### src/design/gpf_pkg.sv
`timescale 1ns / 1ps
// ----------------------------------------------------------------------------
// gpf_pkg
// Shared types and constants of the glyph path flattener: request payloads,
// command codes, register map and the MAC control group between the units.
// ----------------------------------------------------------------------------
package gpf_pkg;

  localparam int FRAC_BITS = 8;
  localparam int SCALE_W   = 20;
  localparam int COORD_W   = 16;
  localparam int VERT_W    = 32;
  localparam int PDATA_W   = 32;
  localparam int PADDR_W   = 3;
  localparam int MUL_A_W   = 33;
  localparam int MUL_B_W   = 21;
  localparam int PROD_W    = 55;

  localparam logic [SCALE_W-1:0] SCALE_RESET = SCALE_W'(65536);

  typedef enum logic [1:0] {
    OP_MOVE   = 2'd0,
    OP_LINE   = 2'd1,
    OP_CURVE  = 2'd2,
    OP_IGNORE = 2'd3
  } gpf_op_e;

  typedef enum logic {
    REG_SCALE    = 1'b0,
    REG_X_OFFSET = 1'b1
  } gpf_reg_e;

  typedef struct packed {
    logic [1:0]                op;
    logic signed [COORD_W-1:0] ax;
    logic signed [COORD_W-1:0] ay;
    logic signed [COORD_W-1:0] bx;
    logic signed [COORD_W-1:0] by;
  } gpf_in_t;

  typedef struct packed {
    logic signed [VERT_W-1:0] vertex_x;
    logic signed [VERT_W-1:0] vertex_y;
    logic                     last;
  } gpf_out_t;

  typedef struct packed {
    logic [SCALE_W-1:0]       scale;
    logic signed [VERT_W-1:0] x_offset;
  } gpf_cfg_t;

  typedef struct packed {
    logic mul_en;
    logic acc_ld;
    logic acc_en;
  } gpf_mac_ctrl_t;

endpackage

### src/design/glyph_path_flattener_top.sv
`timescale 1ns / 1ps
// ----------------------------------------------------------------------------
// glyph_path_flattener_top
// Turns move, line and quadratic outline commands into scaled polygon
// vertices, flattening curves by de Casteljau from the last stored point.
// ----------------------------------------------------------------------------
//   channel  | signals                          | direction
//   ---------+----------------------------------+----------
//   in       | in_valid_i in_ready_o in_req_i   | request in
//   out      | out_valid_o out_ready_i out_req_o| vertex out
//   apb      | psel penable pwrite paddr ...    | config
//
// move or line: two scale multiplies between acceptance and the next ready
// curve: per vertex and axis three MAC terms, each a multiply and an accumulate,
//   a divider start and the reciprocal division
// ignored command: taken while idle, no vertex
// reset clears the stored last point to zero and the registers to defaults
// a stalled output holds the sequencer before it loads the next vertex
// ----------------------------------------------------------------------------
module glyph_path_flattener_top import gpf_pkg::*; #(
  parameter int SEGMENTS = 5
) (
  input  logic               clk_i,
  input  logic               rst_ni,
  input  logic               psel,
  input  logic               penable,
  input  logic               pwrite,
  input  logic [PADDR_W-1:0] paddr,
  input  logic [PDATA_W-1:0] pwdata,
  output logic [PDATA_W-1:0] prdata,
  output logic               pready,
  input  logic               in_valid_i,
  output logic               in_ready_o,
  input  gpf_in_t            in_req_i,
  output logic               out_valid_o,
  input  logic               out_ready_i,
  output gpf_out_t           out_req_o
);

  localparam int DEN = SEGMENTS * SEGMENTS;
  localparam int DW  = $clog2(DEN + 1);
  localparam int UW  = VERT_W + DW;

  gpf_cfg_t                  cfg;
  gpf_mac_ctrl_t             mac_ctrl;
  logic signed [MUL_A_W-1:0] mac_a;
  logic [MUL_B_W-1:0]        mac_b;
  logic signed [PROD_W-1:0]  prod;
  logic signed [PROD_W-1:0]  acc;
  logic                      div_start;
  logic [UW-1:0]             div_num;
  logic signed [VERT_W-1:0]  div_quot;
  logic                      div_done;

  gpf_cfg_regs u_cfg (
    .clk_i   (clk_i),
    .rst_ni  (rst_ni),
    .psel    (psel),
    .penable (penable),
    .pwrite  (pwrite),
    .paddr   (paddr),
    .pwdata  (pwdata),
    .prdata  (prdata),
    .pready  (pready),
    .cfg_o   (cfg)
  );

  gpf_mac u_mac (
    .clk_i  (clk_i),
    .ctrl_i (mac_ctrl),
    .a_i    (mac_a),
    .b_i    (mac_b),
    .prod_o (prod),
    .acc_o  (acc)
  );

  gpf_div #(
    .DEN (DEN)
  ) u_div (
    .clk_i   (clk_i),
    .rst_ni  (rst_ni),
    .start_i (div_start),
    .num_i   (div_num),
    .quot_o  (div_quot),
    .done_o  (div_done)
  );

  gpf_seq #(
    .SEGMENTS (SEGMENTS)
  ) u_seq (
    .clk_i       (clk_i),
    .rst_ni      (rst_ni),
    .cfg_i       (cfg),
    .in_valid_i  (in_valid_i),
    .in_ready_o  (in_ready_o),
    .in_req_i    (in_req_i),
    .out_valid_o (out_valid_o),
    .out_ready_i (out_ready_i),
    .out_req_o   (out_req_o),
    .mac_ctrl_o  (mac_ctrl),
    .mac_a_o     (mac_a),
    .mac_b_o     (mac_b),
    .prod_i      (prod),
    .acc_i       (acc),
    .div_start_o (div_start),
    .div_num_o   (div_num),
    .div_quot_i  (div_quot),
    .div_done_i  (div_done)
  );

endmodule

### src/design/gpf_cfg_regs.sv
`timescale 1ns / 1ps
// ----------------------------------------------------------------------------
// gpf_cfg_regs
// APB register file holding the scale factor and the horizontal offset.
// ----------------------------------------------------------------------------
module gpf_cfg_regs import gpf_pkg::*; (
  input  logic               clk_i,
  input  logic               rst_ni,
  input  logic               psel,
  input  logic               penable,
  input  logic               pwrite,
  input  logic [PADDR_W-1:0] paddr,
  input  logic [PDATA_W-1:0] pwdata,
  output logic [PDATA_W-1:0] prdata,
  output logic               pready,
  output gpf_cfg_t           cfg_o
);

  logic               wr_en;
  gpf_reg_e           reg_sel;
  logic [SCALE_W-1:0] scale_q;
  logic [VERT_W-1:0]  x_offset_q;

  assign wr_en   = psel & penable & pwrite;
  assign reg_sel = gpf_reg_e'(paddr[2]);
  assign pready  = 1'b1;

  always_ff @(posedge clk_i or negedge rst_ni) begin
    if (!rst_ni) begin
      scale_q    <= SCALE_RESET;
      x_offset_q <= '0;
    end else if (wr_en) begin
      case (reg_sel)
        REG_SCALE:    scale_q    <= pwdata[SCALE_W-1:0];
        REG_X_OFFSET: x_offset_q <= pwdata[VERT_W-1:0];
        default:      scale_q    <= scale_q;
      endcase
    end
  end

  always_comb begin
    case (reg_sel)
      REG_SCALE:    prdata = PDATA_W'(scale_q);
      REG_X_OFFSET: prdata = x_offset_q;
      default:      prdata = '0;
    endcase
  end

  assign cfg_o.scale    = scale_q;
  assign cfg_o.x_offset = $signed(x_offset_q);

endmodule

### src/design/gpf_mac.sv
`timescale 1ns / 1ps
// ----------------------------------------------------------------------------
// gpf_mac
// Shared multiply-accumulate unit: one registered signed-by-unsigned product
// and an accumulator fed from it.
// ----------------------------------------------------------------------------
module gpf_mac import gpf_pkg::*; (
  input  logic                      clk_i,
  input  gpf_mac_ctrl_t             ctrl_i,
  input  logic signed [MUL_A_W-1:0] a_i,
  input  logic [MUL_B_W-1:0]        b_i,
  output logic signed [PROD_W-1:0]  prod_o,
  output logic signed [PROD_W-1:0]  acc_o
);

  logic signed [PROD_W-1:0] prod_q, prod_d;
  logic signed [PROD_W-1:0] acc_q, acc_d;

  always_comb begin
    prod_d = prod_q;
    acc_d  = acc_q;
    if (ctrl_i.mul_en) begin
      prod_d = PROD_W'(a_i) * $signed(PROD_W'(b_i));
    end
    if (ctrl_i.acc_en) begin
      acc_d = ctrl_i.acc_ld ? prod_q : acc_q + prod_q;
    end
  end

  always_ff @(posedge clk_i) begin
    prod_q <= prod_d;
    acc_q  <= acc_d;
  end

  assign prod_o = prod_q;
  assign acc_o  = acc_q;

endmodule

### src/design/gpf_div.sv
`timescale 1ns / 1ps
// ----------------------------------------------------------------------------
// gpf_div
// Divider by a constant: a reciprocal multiply on the upper numerator bits, a
// second reciprocal pass on the remainder and a final compare and increment.
// Quotient and done are registered after the coarse, remainder, fine, remainder and fix steps.
// The numerator is biased non-negative and the quotient is known to fit 32 bits.
// ----------------------------------------------------------------------------
module gpf_div import gpf_pkg::*; #(
  parameter  int DEN = 25,
  localparam int DW  = $clog2(DEN + 1),
  localparam int UW  = VERT_W + DW
) (
  input  logic                     clk_i,
  input  logic                     rst_ni,
  input  logic                     start_i,
  input  logic [UW-1:0]            num_i,
  output logic signed [VERT_W-1:0] quot_o,
  output logic                     done_o
);

  localparam int RCP_SH = DW + 19;
  localparam int RCP_W  = 21;
  localparam int MP_W   = VERT_W + RCP_W;
  localparam int R1_W   = DW + 14;
  localparam int Q2_W   = 16;

  localparam logic [RCP_W-1:0] RCP = RCP_W'((1 << RCP_SH) / DEN);

  typedef enum logic [2:0] {
    DV_IDLE,
    DV_COARSE,
    DV_REM1,
    DV_FINE,
    DV_REM2,
    DV_FIX
  } div_state_e;

  div_state_e        state_q, state_d;
  logic [UW-1:0]     num_q, num_d;
  logic [MP_W-1:0]   prod_q, prod_d;
  logic [VERT_W-1:0] q1_q, q1_d;
  logic [R1_W-1:0]   r1_q, r1_d;
  logic [Q2_W-1:0]   q2_q, q2_d;
  logic [DW:0]       r2_q, r2_d;
  logic [VERT_W-1:0] quo_q, quo_d;
  logic              done_q, done_d;

  logic [VERT_W-1:0] mul_a;
  logic [VERT_W-1:0] q1_est;
  logic [Q2_W-1:0]   q2_est;
  logic [UW-1:0]     r1_full;
  logic [R1_W-1:0]   r2_full;

  always_comb begin
    mul_a   = (state_q == DV_FINE) ? VERT_W'(r1_q) : num_q[UW-1:DW];
    q1_est  = prod_q[RCP_SH-DW +: VERT_W];
    q2_est  = prod_q[RCP_SH +: Q2_W];
    r1_full = num_q - UW'(q1_est) * UW'(DEN);
    r2_full = r1_q - R1_W'(q2_est) * R1_W'(DEN);

    state_d = state_q;
    num_d   = num_q;
    prod_d  = prod_q;
    q1_d    = q1_q;
    r1_d    = r1_q;
    q2_d    = q2_q;
    r2_d    = r2_q;
    quo_d   = quo_q;
    done_d  = 1'b0;

    case (state_q)
      DV_IDLE: begin
        if (start_i) begin
          num_d   = num_i;
          state_d = DV_COARSE;
        end
      end
      DV_COARSE: begin
        prod_d  = MP_W'(mul_a) * MP_W'(RCP);
        state_d = DV_REM1;
      end
      DV_REM1: begin
        q1_d    = q1_est;
        r1_d    = r1_full[R1_W-1:0];
        state_d = DV_FINE;
      end
      DV_FINE: begin
        prod_d  = MP_W'(mul_a) * MP_W'(RCP);
        state_d = DV_REM2;
      end
      DV_REM2: begin
        q2_d    = q2_est;
        r2_d    = r2_full[DW:0];
        state_d = DV_FIX;
      end
      DV_FIX: begin
        quo_d   = q1_q + VERT_W'(q2_q) + VERT_W'(r2_q >= (DW+1)'(DEN));
        done_d  = 1'b1;
        state_d = DV_IDLE;
      end
      default: begin
        state_d = DV_IDLE;
      end
    endcase
  end

  always_ff @(posedge clk_i or negedge rst_ni) begin
    if (!rst_ni) begin
      state_q <= DV_IDLE;
      num_q   <= '0;
      prod_q  <= '0;
      q1_q    <= '0;
      r1_q    <= '0;
      q2_q    <= '0;
      r2_q    <= '0;
      quo_q   <= '0;
      done_q  <= 1'b0;
    end else begin
      state_q <= state_d;
      num_q   <= num_d;
      prod_q  <= prod_d;
      q1_q    <= q1_d;
      r1_q    <= r1_d;
      q2_q    <= q2_d;
      r2_q    <= r2_d;
      quo_q   <= quo_d;
      done_q  <= done_d;
    end
  end

  // remove the bias of 2^31 on the quotient
  assign quot_o = $signed({~quo_q[VERT_W-1], quo_q[VERT_W-2:0]});
  assign done_o = done_q;

endmodule

### src/design/gpf_seq.sv
`timescale 1ns / 1ps
// ----------------------------------------------------------------------------
// gpf_seq
// Command sequencer: scales the coordinates, drives the shared MAC and the
// divider through the curve weights and loads the vertex output register.
// ----------------------------------------------------------------------------
module gpf_seq import gpf_pkg::*; #(
  parameter  int SEGMENTS = 5,
  localparam int DEN      = SEGMENTS * SEGMENTS,
  localparam int DW       = $clog2(DEN + 1),
  localparam int UW       = VERT_W + DW
) (
  input  logic                      clk_i,
  input  logic                      rst_ni,
  input  gpf_cfg_t                  cfg_i,
  input  logic                      in_valid_i,
  output logic                      in_ready_o,
  input  gpf_in_t                   in_req_i,
  output logic                      out_valid_o,
  input  logic                      out_ready_i,
  output gpf_out_t                  out_req_o,
  output gpf_mac_ctrl_t             mac_ctrl_o,
  output logic signed [MUL_A_W-1:0] mac_a_o,
  output logic [MUL_B_W-1:0]        mac_b_o,
  input  logic signed [PROD_W-1:0]  prod_i,
  input  logic signed [PROD_W-1:0]  acc_i,
  output logic                      div_start_o,
  output logic [UW-1:0]             div_num_o,
  input  logic signed [VERT_W-1:0]  div_quot_i,
  input  logic                      div_done_i
);

  localparam int SEG_W = $clog2(SEGMENTS + 1);
  localparam int SHIFT = 16 - FRAC_BITS;
  localparam int RND   = (SHIFT > 0) ? (2 ** (SHIFT - 1)) : 0;
  localparam int HALF  = DEN / 2;

  localparam logic [1:0] TERM_PREV = 2'd0;
  localparam logic [1:0] TERM_CTRL = 2'd1;
  localparam logic [1:0] TERM_END  = 2'd2;

  localparam logic signed [PROD_W-1:0] SAT_MAX = PROD_W'(64'sd2147483647);
  localparam logic signed [PROD_W-1:0] SAT_MIN = PROD_W'(-64'sd2147483648);

  typedef enum logic [3:0] {
    ST_IDLE,
    ST_SMUL,
    ST_SWB,
    ST_LOUT,
    ST_CMUL,
    ST_CACC,
    ST_CSTART,
    ST_CDIV,
    ST_COUT
  } state_e;

  typedef enum logic {
    AXIS_X,
    AXIS_Y
  } axis_e;

  function automatic logic signed [VERT_W-1:0] sat32(input logic signed [PROD_W-1:0] v);
    logic signed [VERT_W-1:0] r;
    if (v > SAT_MAX) begin
      r = SAT_MAX[VERT_W-1:0];
    end else if (v < SAT_MIN) begin
      r = SAT_MIN[VERT_W-1:0];
    end else begin
      r = v[VERT_W-1:0];
    end
    return r;
  endfunction

  // de casteljau weights (S-i)^2, 2i(S-i), i^2
  function automatic logic [DW-1:0] weight(input logic [SEG_W-1:0] i, input logic [1:0] t);
    int ii;
    int ri;
    int w;
    ii = int'(i);
    ri = SEGMENTS - ii;
    case (t)
      TERM_PREV: w = ri * ri;
      TERM_CTRL: w = 2 * ii * ri;
      TERM_END:  w = ii * ii;
      default:   w = 0;
    endcase
    return DW'(w);
  endfunction

  state_e                   state_q, state_d;
  axis_e                    axis_q, axis_d;
  logic [1:0]               k_q, k_d;
  logic [1:0]               t_q, t_d;
  logic [SEG_W-1:0]         i_q, i_d;
  gpf_in_t                  req_q, req_d;
  logic signed [VERT_W-1:0] p0x_q, p0x_d, p0y_q, p0y_d;
  logic signed [VERT_W-1:0] p1x_q, p1x_d, p1y_q, p1y_d;
  logic signed [VERT_W-1:0] p2x_q, p2x_d, p2y_q, p2y_d;
  logic signed [VERT_W-1:0] vx_q, vx_d, vy_q, vy_d;
  logic                     out_valid_q, out_valid_d;
  gpf_out_t                 out_q, out_d;

  logic                     out_free;
  logic signed [16:0]       scl_coord;
  logic signed [VERT_W-1:0] crv_pt;
  logic signed [PROD_W-1:0] scaled;
  logic signed [VERT_W-1:0] scaled_sat;
  logic signed [VERT_W-1:0] x_src;
  logic signed [VERT_W:0]   x_sum;
  logic signed [PROD_W-1:0] num_full;
  logic                     is_curve;

  assign out_free = !out_valid_q || out_ready_i;
  assign is_curve = gpf_op_e'(req_q.op) == OP_CURVE;

  always_comb begin
    case (k_q)
      2'd0:    scl_coord = 17'(req_q.ax);
      2'd1:    scl_coord = -17'(req_q.ay);
      2'd2:    scl_coord = 17'(req_q.bx);
      default: scl_coord = -17'(req_q.by);
    endcase
  end

  always_comb begin
    case (t_q)
      TERM_PREV: crv_pt = (axis_q == AXIS_X) ? p0x_q : p0y_q;
      TERM_CTRL: crv_pt = (axis_q == AXIS_X) ? p1x_q : p1y_q;
      TERM_END:  crv_pt = (axis_q == AXIS_X) ? p2x_q : p2y_q;
      default:   crv_pt = '0;
    endcase
  end

  // round half up to the vertex fraction, then clamp
  assign scaled     = (prod_i + PROD_W'(RND)) >>> SHIFT;
  assign scaled_sat = sat32(scaled);

  assign x_src = (state_q == ST_LOUT) ? p1x_q : vx_q;
  assign x_sum = (VERT_W+1)'(x_src) + (VERT_W+1)'(cfg_i.x_offset);

  // biased numerator: floor((acc + den/2) / den) + 2^31 as a plain quotient
  assign num_full  = acc_i + PROD_W'(HALF) + (PROD_W'(DEN) <<< (VERT_W - 1));
  assign div_num_o = num_full[UW-1:0];

  always_comb begin
    state_d     = state_q;
    axis_d      = axis_q;
    k_d         = k_q;
    t_d         = t_q;
    i_d         = i_q;
    req_d       = req_q;
    p0x_d       = p0x_q;
    p0y_d       = p0y_q;
    p1x_d       = p1x_q;
    p1y_d       = p1y_q;
    p2x_d       = p2x_q;
    p2y_d       = p2y_q;
    vx_d        = vx_q;
    vy_d        = vy_q;
    out_valid_d = out_valid_q;
    out_d       = out_q;
    mac_ctrl_o  = '0;
    mac_a_o     = '0;
    mac_b_o     = '0;
    div_start_o = 1'b0;

    if (out_valid_q && out_ready_i) begin
      out_valid_d = 1'b0;
    end

    case (state_q)
      ST_IDLE: begin
        if (in_valid_i) begin
          req_d = in_req_i;
          k_d   = '0;
          if (gpf_op_e'(in_req_i.op) != OP_IGNORE) begin
            state_d = ST_SMUL;
          end
        end
      end
      ST_SMUL: begin
        mac_ctrl_o.mul_en = 1'b1;
        mac_a_o           = MUL_A_W'(scl_coord);
        mac_b_o           = MUL_B_W'(cfg_i.scale);
        state_d           = ST_SWB;
      end
      ST_SWB: begin
        case (k_q)
          2'd0:    p1x_d = scaled_sat;
          2'd1:    p1y_d = scaled_sat;
          2'd2:    p2x_d = scaled_sat;
          default: p2y_d = scaled_sat;
        endcase
        if (is_curve && k_q == 2'd3) begin
          i_d     = SEG_W'(1);
          t_d     = TERM_PREV;
          axis_d  = AXIS_X;
          state_d = ST_CMUL;
        end else if (!is_curve && k_q == 2'd1) begin
          state_d = ST_LOUT;
        end else begin
          k_d     = k_q + 2'd1;
          state_d = ST_SMUL;
        end
      end
      ST_LOUT: begin
        if (out_free) begin
          out_valid_d    = 1'b1;
          out_d.vertex_x = sat32(PROD_W'(x_sum));
          out_d.vertex_y = p1y_q;
          out_d.last     = 1'b1;
          p0x_d          = p1x_q;
          p0y_d          = p1y_q;
          state_d        = ST_IDLE;
        end
      end
      ST_CMUL: begin
        mac_ctrl_o.mul_en = 1'b1;
        mac_a_o           = MUL_A_W'(crv_pt);
        mac_b_o           = MUL_B_W'(weight(i_q, t_q));
        state_d           = ST_CACC;
      end
      ST_CACC: begin
        mac_ctrl_o.acc_en = 1'b1;
        mac_ctrl_o.acc_ld = (t_q == TERM_PREV);
        if (t_q == TERM_END) begin
          state_d = ST_CSTART;
        end else begin
          t_d     = t_q + 2'd1;
          state_d = ST_CMUL;
        end
      end
      ST_CSTART: begin
        div_start_o = 1'b1;
        state_d     = ST_CDIV;
      end
      ST_CDIV: begin
        if (div_done_i) begin
          t_d = TERM_PREV;
          if (axis_q == AXIS_X) begin
            vx_d    = div_quot_i;
            axis_d  = AXIS_Y;
            state_d = ST_CMUL;
          end else begin
            vy_d    = div_quot_i;
            state_d = ST_COUT;
          end
        end
      end
      ST_COUT: begin
        if (out_free) begin
          out_valid_d    = 1'b1;
          out_d.vertex_x = sat32(PROD_W'(x_sum));
          out_d.vertex_y = vy_q;
          out_d.last     = (i_q == SEG_W'(SEGMENTS));
          if (i_q == SEG_W'(SEGMENTS)) begin
            p0x_d   = p2x_q;
            p0y_d   = p2y_q;
            state_d = ST_IDLE;
          end else begin
            i_d     = i_q + 1'b1;
            t_d     = TERM_PREV;
            axis_d  = AXIS_X;
            state_d = ST_CMUL;
          end
        end
      end
      default: begin
        state_d = ST_IDLE;
      end
    endcase
  end

  always_ff @(posedge clk_i or negedge rst_ni) begin
    if (!rst_ni) begin
      state_q     <= ST_IDLE;
      axis_q      <= AXIS_X;
      k_q         <= '0;
      t_q         <= TERM_PREV;
      i_q         <= '0;
      req_q       <= '0;
      p0x_q       <= '0;
      p0y_q       <= '0;
      p1x_q       <= '0;
      p1y_q       <= '0;
      p2x_q       <= '0;
      p2y_q       <= '0;
      vx_q        <= '0;
      vy_q        <= '0;
      out_valid_q <= 1'b0;
      out_q       <= '0;
    end else begin
      state_q     <= state_d;
      axis_q      <= axis_d;
      k_q         <= k_d;
      t_q         <= t_d;
      i_q         <= i_d;
      req_q       <= req_d;
      p0x_q       <= p0x_d;
      p0y_q       <= p0y_d;
      p1x_q       <= p1x_d;
      p1y_q       <= p1y_d;
      p2x_q       <= p2x_d;
      p2y_q       <= p2y_d;
      vx_q        <= vx_d;
      vy_q        <= vy_d;
      out_valid_q <= out_valid_d;
      out_q       <= out_d;
    end
  end

  assign in_ready_o  = (state_q == ST_IDLE);
  assign out_valid_o = out_valid_q;
  assign out_req_o   = out_q;

`ifndef SYNTHESIS
  curve_starts_scaling: assert property (@(posedge clk_i) disable iff (!rst_ni)
    (in_valid_i && in_ready_o && gpf_op_e'(in_req_i.op) == OP_CURVE) |=> (state_q == ST_SMUL))
    else $error("curve request did not start scaling");

  segment_in_range: assert property (@(posedge clk_i) disable iff (!rst_ni)
    (state_q == ST_COUT) |-> (i_q != '0 && i_q <= SEG_W'(SEGMENTS)))
    else $error("segment index out of range");

  div_done_expected: assert property (@(posedge clk_i) disable iff (!rst_ni)
    div_done_i |-> (state_q == ST_CDIV))
    else $error("divider finished outside of its wait state");
`endif

endmodule
### config.mk
export PLATFORM = sky130hd
export DESIGN_NAME = glyph_path_flattener_top
export DESIGN_NICKNAME = d
export VERILOG_FILES = /design/src/design/gpf_pkg.sv /design/src/design/glyph_path_flattener_top.sv /design/src/design/gpf_cfg_regs.sv /design/src/design/gpf_mac.sv /design/src/design/gpf_div.sv /design/src/design/gpf_seq.sv
export SDC_FILE = /design/constraint.sdc
export NUM_CORES = 2
export LEC_CHECK = 0
export BUFFER_PORTS_ARGS = -buffer_cell sky130_fd_sc_hd__buf_2
export CAP_MARGIN = 20
export CORE_UTILIZATION = 55
export CTS_BUF_LIST = sky130_fd_sc_hd__clkbuf_16
export CTS_CLUSTER_SIZE = 30
export DETAILED_ROUTE_END_ITERATION = 12
export PLACE_DENSITY = 0.84
export SYNTH_ARGS = -nofsm -noshare
export SYNTH_HDL_FRONTEND = slang
export SYNTH_SLANG_ARGS = --single-unit
### constraint.sdc
create_clock -name clk_i -period 9.6 [get_ports clk_i]
set_input_delay 0 -clock clk_i [delete_from_list [all_inputs] [get_ports clk_i]]
set_output_delay 0 -clock clk_i [all_outputs]
set_load 0.1 [all_outputs]
== Word-level counts from Yosys, hierarchy flattened ==
Cells that the tools add are included.

* Add/sub/neg operators: 15
* $mul: 7
* Magnitude comparators: 5
* Equal/unequal tests: 33
* Multiplexer cells: 66
* Bitwise operators: 6
* Reductions and logical operators: 36

{| class="wikitable"
|+ Operators by type and width
! cell !! number
|-
| $mux W32 || 15
|-
| $pmux W32 S2 || 3
|-
| $mux W65 || 2
|-
| $pmux W65 S2 || 1
|-
| $pmux W32 S3 || 1
|-
| $pmux W33 S2 || 1
|-
| $add A55 B55 Y55 || 1
|-
| $add A55 B9 Y55 const B || 1
|-
| $mux W55 || 1
|-
| $mul A33 B21 Y54 || 1
|-
| $pmux W17 S3 || 1
|-
| $gt A47 B32 Y1 const B || 1
|-
| $lt A47 B32 Y1 const B || 1
|-
| $mul A32 B16 Y47 const B || 1
|-
| $pmux W20 S2 || 1
|-
| $add A37 B37 Y37 const B || 1
|-
| $add A37 B5 Y37 const B || 1
|-
| $pmux W4 S9 || 1
|-
| $neg A16 Y17 || 2
|-
| $add A32 B32 Y33 || 1
|-
| $gt A33 B32 Y1 const B || 1
|-
| $lt A33 B32 Y1 const B || 1
|-
| $add A32 B1 Y32 || 1
|-
| $add A32 B16 Y32 || 1
|-
| other kinds (50) || 126
|}

* Register bits after elaboration: 755
* Input port bits: 108

== Logic depth before layout (Yosys ltp) ==
* Depth after elaboration: 8
* Mapped depth: 39

== By module ==
From an unflattened synthesis, not the netlist that was laid out.

* Cell total of the unflattened synthesis: 8049
* Area total of the unflattened synthesis: 77347.9 µm²

{| class="wikitable"
|+ Modules (own cells, without submodules)
! module !! times used !! cells each !! area an instance (µm²)
|-
| gpf_mac || 1 || 3399 || 31544.0
|-
| gpf_seq || 1 || 2212 || 22242.6
|-
| gpf_div || 1 || 2289 || 21096.5
|-
| gpf_cfg_regs || 1 || 149 || 2464.9
|}

== Worst setup path before layout ==
No wires, ideal clock.

* Kind: reg-to-reg
* Start point: register u_seq.req_q[35] (netlist name)
* End point: register u_mac.prod_q[52] (netlist: u_mac.prod_o[52]) (data pin)
* Setup time: 0.270 ns
* Data arrival time: 9.424 ns
* Required time: 9.330 ns
* Setup slack: -0.094 ns
* Cell stages (with the launch flop): 34
* Path buffers: 2
* Period minus slack after synthesis: 9.694 ns
* Cell sequence: dfrtp_1 > or4_1 > or3_1 > or4_4 > nor3_1 > xnor2_1 > nand2_1 > a221o_1 > o21ai_0 > clkbuf_1 > nand2_1 > fa_1 > inv_1 > fa_1 > inv_1 > fa_1 > inv_1 > fa_1 > fa_1 > fa_1 > inv_1 > fa_1 > inv_1 > ha_1 > clkbuf_1 > nand4_1 > nor2_1 > a31oi_1 > o32a_1 > o41ai_1 > nand2_1 > o41a_1 > a311oi_1 > xor2_1

* Word-level cells in the longest chain between the ends: 4

{| class="wikitable"
|+ Ends and longest elaborated chain
! what !! RTL line !! text
|-
| start, declared || gpf_seq.sv:95 || <nowiki>gpf_in_t req_q, req_d;</nowiki>
|-
| start signal, assigned || gpf_seq.sv:298 || <nowiki>req_q <= req_d;</nowiki>
|-
| $neg A16 Y17 || gpf_seq.sv:119 || <nowiki>2'd1: scl_coord = -17'(req_q.ay);</nowiki>
|-
| $pmux W17 S3 || gpf_seq.sv:117 || <nowiki>case (k_q)</nowiki>
|-
| $pmux W33 S2 || gpf_seq.sv:171 || <nowiki>case (state_q)</nowiki>
|-
| $mul A33 B21 Y54 || gpf_mac.sv:23 || <nowiki>prod_d = PROD_W'(a_i) * $signed(PROD_W'(b_i));</nowiki>
|-
| end signal, assigned || gpf_mac.sv:31 || <nowiki>prod_q <= prod_d;</nowiki>
|-
| end, declared || gpf_mac.sv:16 || <nowiki>logic signed [PROD_W-1:0] prod_q, prod_d;</nowiki>
|}

Every way passes these cells.
A chain may end at the register's enable or synchronous reset.

== Worst setup path in the final report ==
* Start point: register u_seq.req_q[38] (netlist name)
* End point: register u_mac.prod_q[51] (netlist: u_mac.prod_o[51]) (data pin)

The elaborated chain is that of the path after synthesis.

==> results by group <==
STA
  – Min Tclk post-route: around 9.5 ns
  – Final setup violation count: 0
  – Worst hold slack: 0.0496 ns
  – Final Max Tran Viols: 0
  – Hold Vio Cnt, Final: 0
  – Fin crit share: 0.995
  – Skew final: 0.0469 ns
  – Actual slew at the worst max-slew pin: 1.16 ns
  – Slew headroom: 0.227
  – RSZ-0062 raised after global routing: true
  – Fmax achieved: roughly 100 MHz

Power and ir drop
  – Combinational share of power: 0.697
  – Leakage: 39.3 nW
  – Design Power: 0.0283 W
  – Clock network power share: 0.107
  – Power per cell area: roughly 360 nW/um2
  – Reg power frac: 0.196
  – Switch share: 0.514
  – Internal power: 0.0138 W
  – Max IR drop VDD: around 0.00039 V
  – Psw: about 0.015 W

Clocking
  – Total CTS buffers: between 70 and 80
  – Clock Latency Late Sink: 0.66 ns
  – Clk buf depth: 3
  – CTS root buf: clkbuf_16
  – CTS tree: built
  – Htree depth: 3
  – Num Clock Sinks: between 700 and 800
  – Clk pin slew, worst setup/hold paths: around 0.07 ns

Synthesis
  – Yosys reg bits: a little over 700
  – Library cells used by synthesis: around 80
  – Ranking of synthesized cells by area: fa_1, dfrtp_1, ha_1
  – Share of the synthesized area in the top cell type: 0.253
  – Post-Syn Area per Cell: between 9 and 10 um2
  – Cell Area, Synth: ~71000 um2
  – Ys flop type: dfrtp_1
  – Ys async rst share: 0.874
  – Register area share after synthesis: 0.260
  – Synth Warn #: 0
  – Post-Syn Nets: 8874
  – Largest area contributor in the synthesized netlist: fa_1
  – Gate Count Post-Synth: around 7.3k
  – Number of synthesized flops with an enable pin: 91

GRT
  – Final global-route overflow total: 0
  – First-pass GRT wire length: approximately 320 mm
  – Vias in the first global route: approximately 58k
  – Initial antenna violation count: 15
  – Gr usage total: 0.309
  – Largest net degree at the start of global routing: 170

Place
  – GPL Wtd Cong: 0.967
  – Hpwl dp: 154 mm
  – Placed Area: between 70000 and 80000 um2
  – Port Buffers: around 200

Critical path
  – Critical-path top delay cell: fa_1
  – Startpoint types: flip-flop
  – Crit Path Class: reg -> reg
  – Critical Path Sink: u_mac.prod_o[51]
  – FF-to-FF setup slack: 0.05 ns
  – Critical Path Start: u_seq.req_q[38]
  – CP peak stage delay: between 0.6 and 0.7 ns
  – Worst EP required: about 10 ns
  – Reg2Reg Depth: 34
  – CP Max Fanout: 9
  – Worst path most repeated cell: fa_1
  – WP data arrival: roughly 9.9 ns
  – Worst R2R End: u_mac.prod_o[51]
  – Worst reg2reg startpoint: u_seq.req_q[38]
  – Setup crit end kind: flip-flop

Route
  – Drt drc: 0
  – TritonRoute pass-1 iters: 9
  – Vias per Instance: about 6
  – ANT nets after route: 0
  – Wirelength per Cell: between 20 and 25 um
  – Initial DRC count: roughly 6k
  – Via count: roughly 56k
  – Routed WL: a little over 200 mm

Run status
  – Status: complete, no violations

Final layout
  – Post-route cell area: 79200 um2
  – Layout Utilization: 0.619
  – Share of cells above drive strength 1: 0.130
  – # nets final: 9158
  – Most common cell after layout, fill and taps aside: inv_1
  – Most frequent cells in the layout: inv_1, fa_1, nand2_1
  – Area delta synth->final: 11.4%

Floorplanning
  – Chip Height: ~360 um
  – Cell Rows: between 100 and 150
  – Core box area: approximately 130000 um2
  – Starting density of the core: 0.556
  – Io pins: approximately 210
  – DIE WIDTH: between 300 and 400 um
  – Die Area: 131000 um2

Min path
  – Hold Path Class: in -> reg

Job
  – Max_cap viols: 0
==> power groups by stage <==
| stage | Clock [W] | Sequential [W] | Combinational, W |
|---|---|---|---|
| after floorplan | 0 | 0.00602 | 0.0130 |
| after global placement | 0 | 0.00543 | 0.0181 |
| after detailed placement | 0 | 0.00549 | 0.0189 |
| after CTS | 0.00302 | 0.00546 | 0.0191 |
| after global routing | 0.00315 | 0.00562 | 0.0218 |
| final | 0.00303 | 0.00554 | 0.0198 |
==> critical path: cells and delay by family, from the launching register on <==
kind                     cells  cell delay [ns]
AO/OA/AOI/OAI               10             1.66
XOR/XNOR                     1             0.15
adder cells (fa/ha/maj)      8             4.17
buffers and inverters        8             0.98
flip-flops                   1             0.43
AND/OR/NAND/NOR              7             1.87
==> sequential cells by signal (all words and copies together) (netlist names), 3 cells and up <==
register          flops
u_seq.state_q         4
u_div.num_q          37
u_mac.prod_o         54
u_seq.p1y_q          32
u_div.r1_q           19
u_seq.p0x_q          32
u_div.prod_q         32
u_seq.out_req_o      65
u_div.q1_q           32
u_div.r2_q            6
u_seq.vy_q           32
u_seq.i_q             3
u_cfg.scale_q        20
u_div.q2_q           16
u_seq.p0y_q          32
u_seq.p1x_q          32
u_div.quo_q          32
u_cfg.x_offset_q     32
u_seq.p2x_q          32
u_div.state_q         3
u_seq.p2y_q          32
u_mac.acc_o          37
u_seq.vx_q           32
u_seq.req_q          66
==> metal layers <==
metal  track usage  wire, um
met5             0        46
met3        0.0659     18700
met1         0.393     77600
met4         0.153     11800
met2         0.502     95100
==> how the worst min path moves through the flow <==
stage / from / end / slack [ns] / cells past startpoint
global route: penable / u_cfg.scale_q[4] / 0.06 / 4
finish: penable / u_cfg.scale_q[7] / 0.05 / 4
CTS: penable / u_cfg.scale_q[7] / 0.03 / 4
detailed placement: rst_ni / u_cfg.scale_q[17] / 0.18 / 1
global placement: rst_ni / u_cfg.x_offset_q[18] / 0.18 / 1
floorplan: rst_ni / u_cfg.scale_q[0] / -0.30 / 0
==> through the flow <==
| stage | instances | TNS (ns) | setup WS, ns |
|---|---|---|---|
| 2_1_floorplan | 7337 | 0 | 0.0770 |
| 3_3_place_gp | 9069 | 0 | 0.109 |
| 3_5_place_dp | 9070 | -0.295 | -0.107 |
| 4_1_cts | 9312 | 0 | 0.0110 |
| 5_1_grt | 9348 | -0.722 | -0.144 |
| 6_report | 9352 | 0 | 0.0511 |
==> layout make-up <==
type                    instances  area [um2]
clock buffers                  78        1950
fillers                      9672       48600
repair buffers                543        4180
inverters                    1123        4220
flip-flops and latches        721       18500
multi-input cells            5157       47700
clock inverters                59         574
well taps                    1662        2080
diodes                          9        22.5
==> Yosys cell counts (23+ instances only) <==
library cell and count:
inv_1 1123, fa_1 900, nand2_1 780, dfrtp_1 629, ha_1 529, a21oi_1 487
nor2_1 383, o21ai_0 334, clkbuf_1 298, mux2_2 295, nor2b_1 193, xnor2_1 191
and2_1 123, xor2_1 116, a21o_1 95, edfxtp_1 91, nand3_1 66, nor3_1 57
mux2i_1 44, nand4_1 43, a22oi_1 38, o21ai_1 37, a221oi_1 36, nand2b_1 32
o21bai_1 31, a21oi_2 30, a211oi_1 28, and3_1 27, o21a_1 25, a31oi_1 24
buf_1 23
==> repair_timing <==
action,CTS,global route
gates cloned,0,4
resized for setup,5,107
endpoints found under the setup margin,5,21
pin swaps,0,46
hold endpoints to repair,248,0
hold buffers,105,0
setup buffers,0,23
==> kinds of logic (layout without fill, tap and decap cells) <==
logic type	after synthesis	count (layout)	synth area share
DFF	721	721	0.260
and+or+nand+nor	1779	1779	0.115
xor gates and xnor gates	307	307	0.0378
buffers and inverters	1459	1803	0.0774
adders and majority gates	1437	1437	0.348
other	1	10	0.0000528
muxes	339	339	0.0529
AOI/OAI and AO/OA	1294	1294	0.109
No activity file was read; power rests on OpenSTA's default activity.
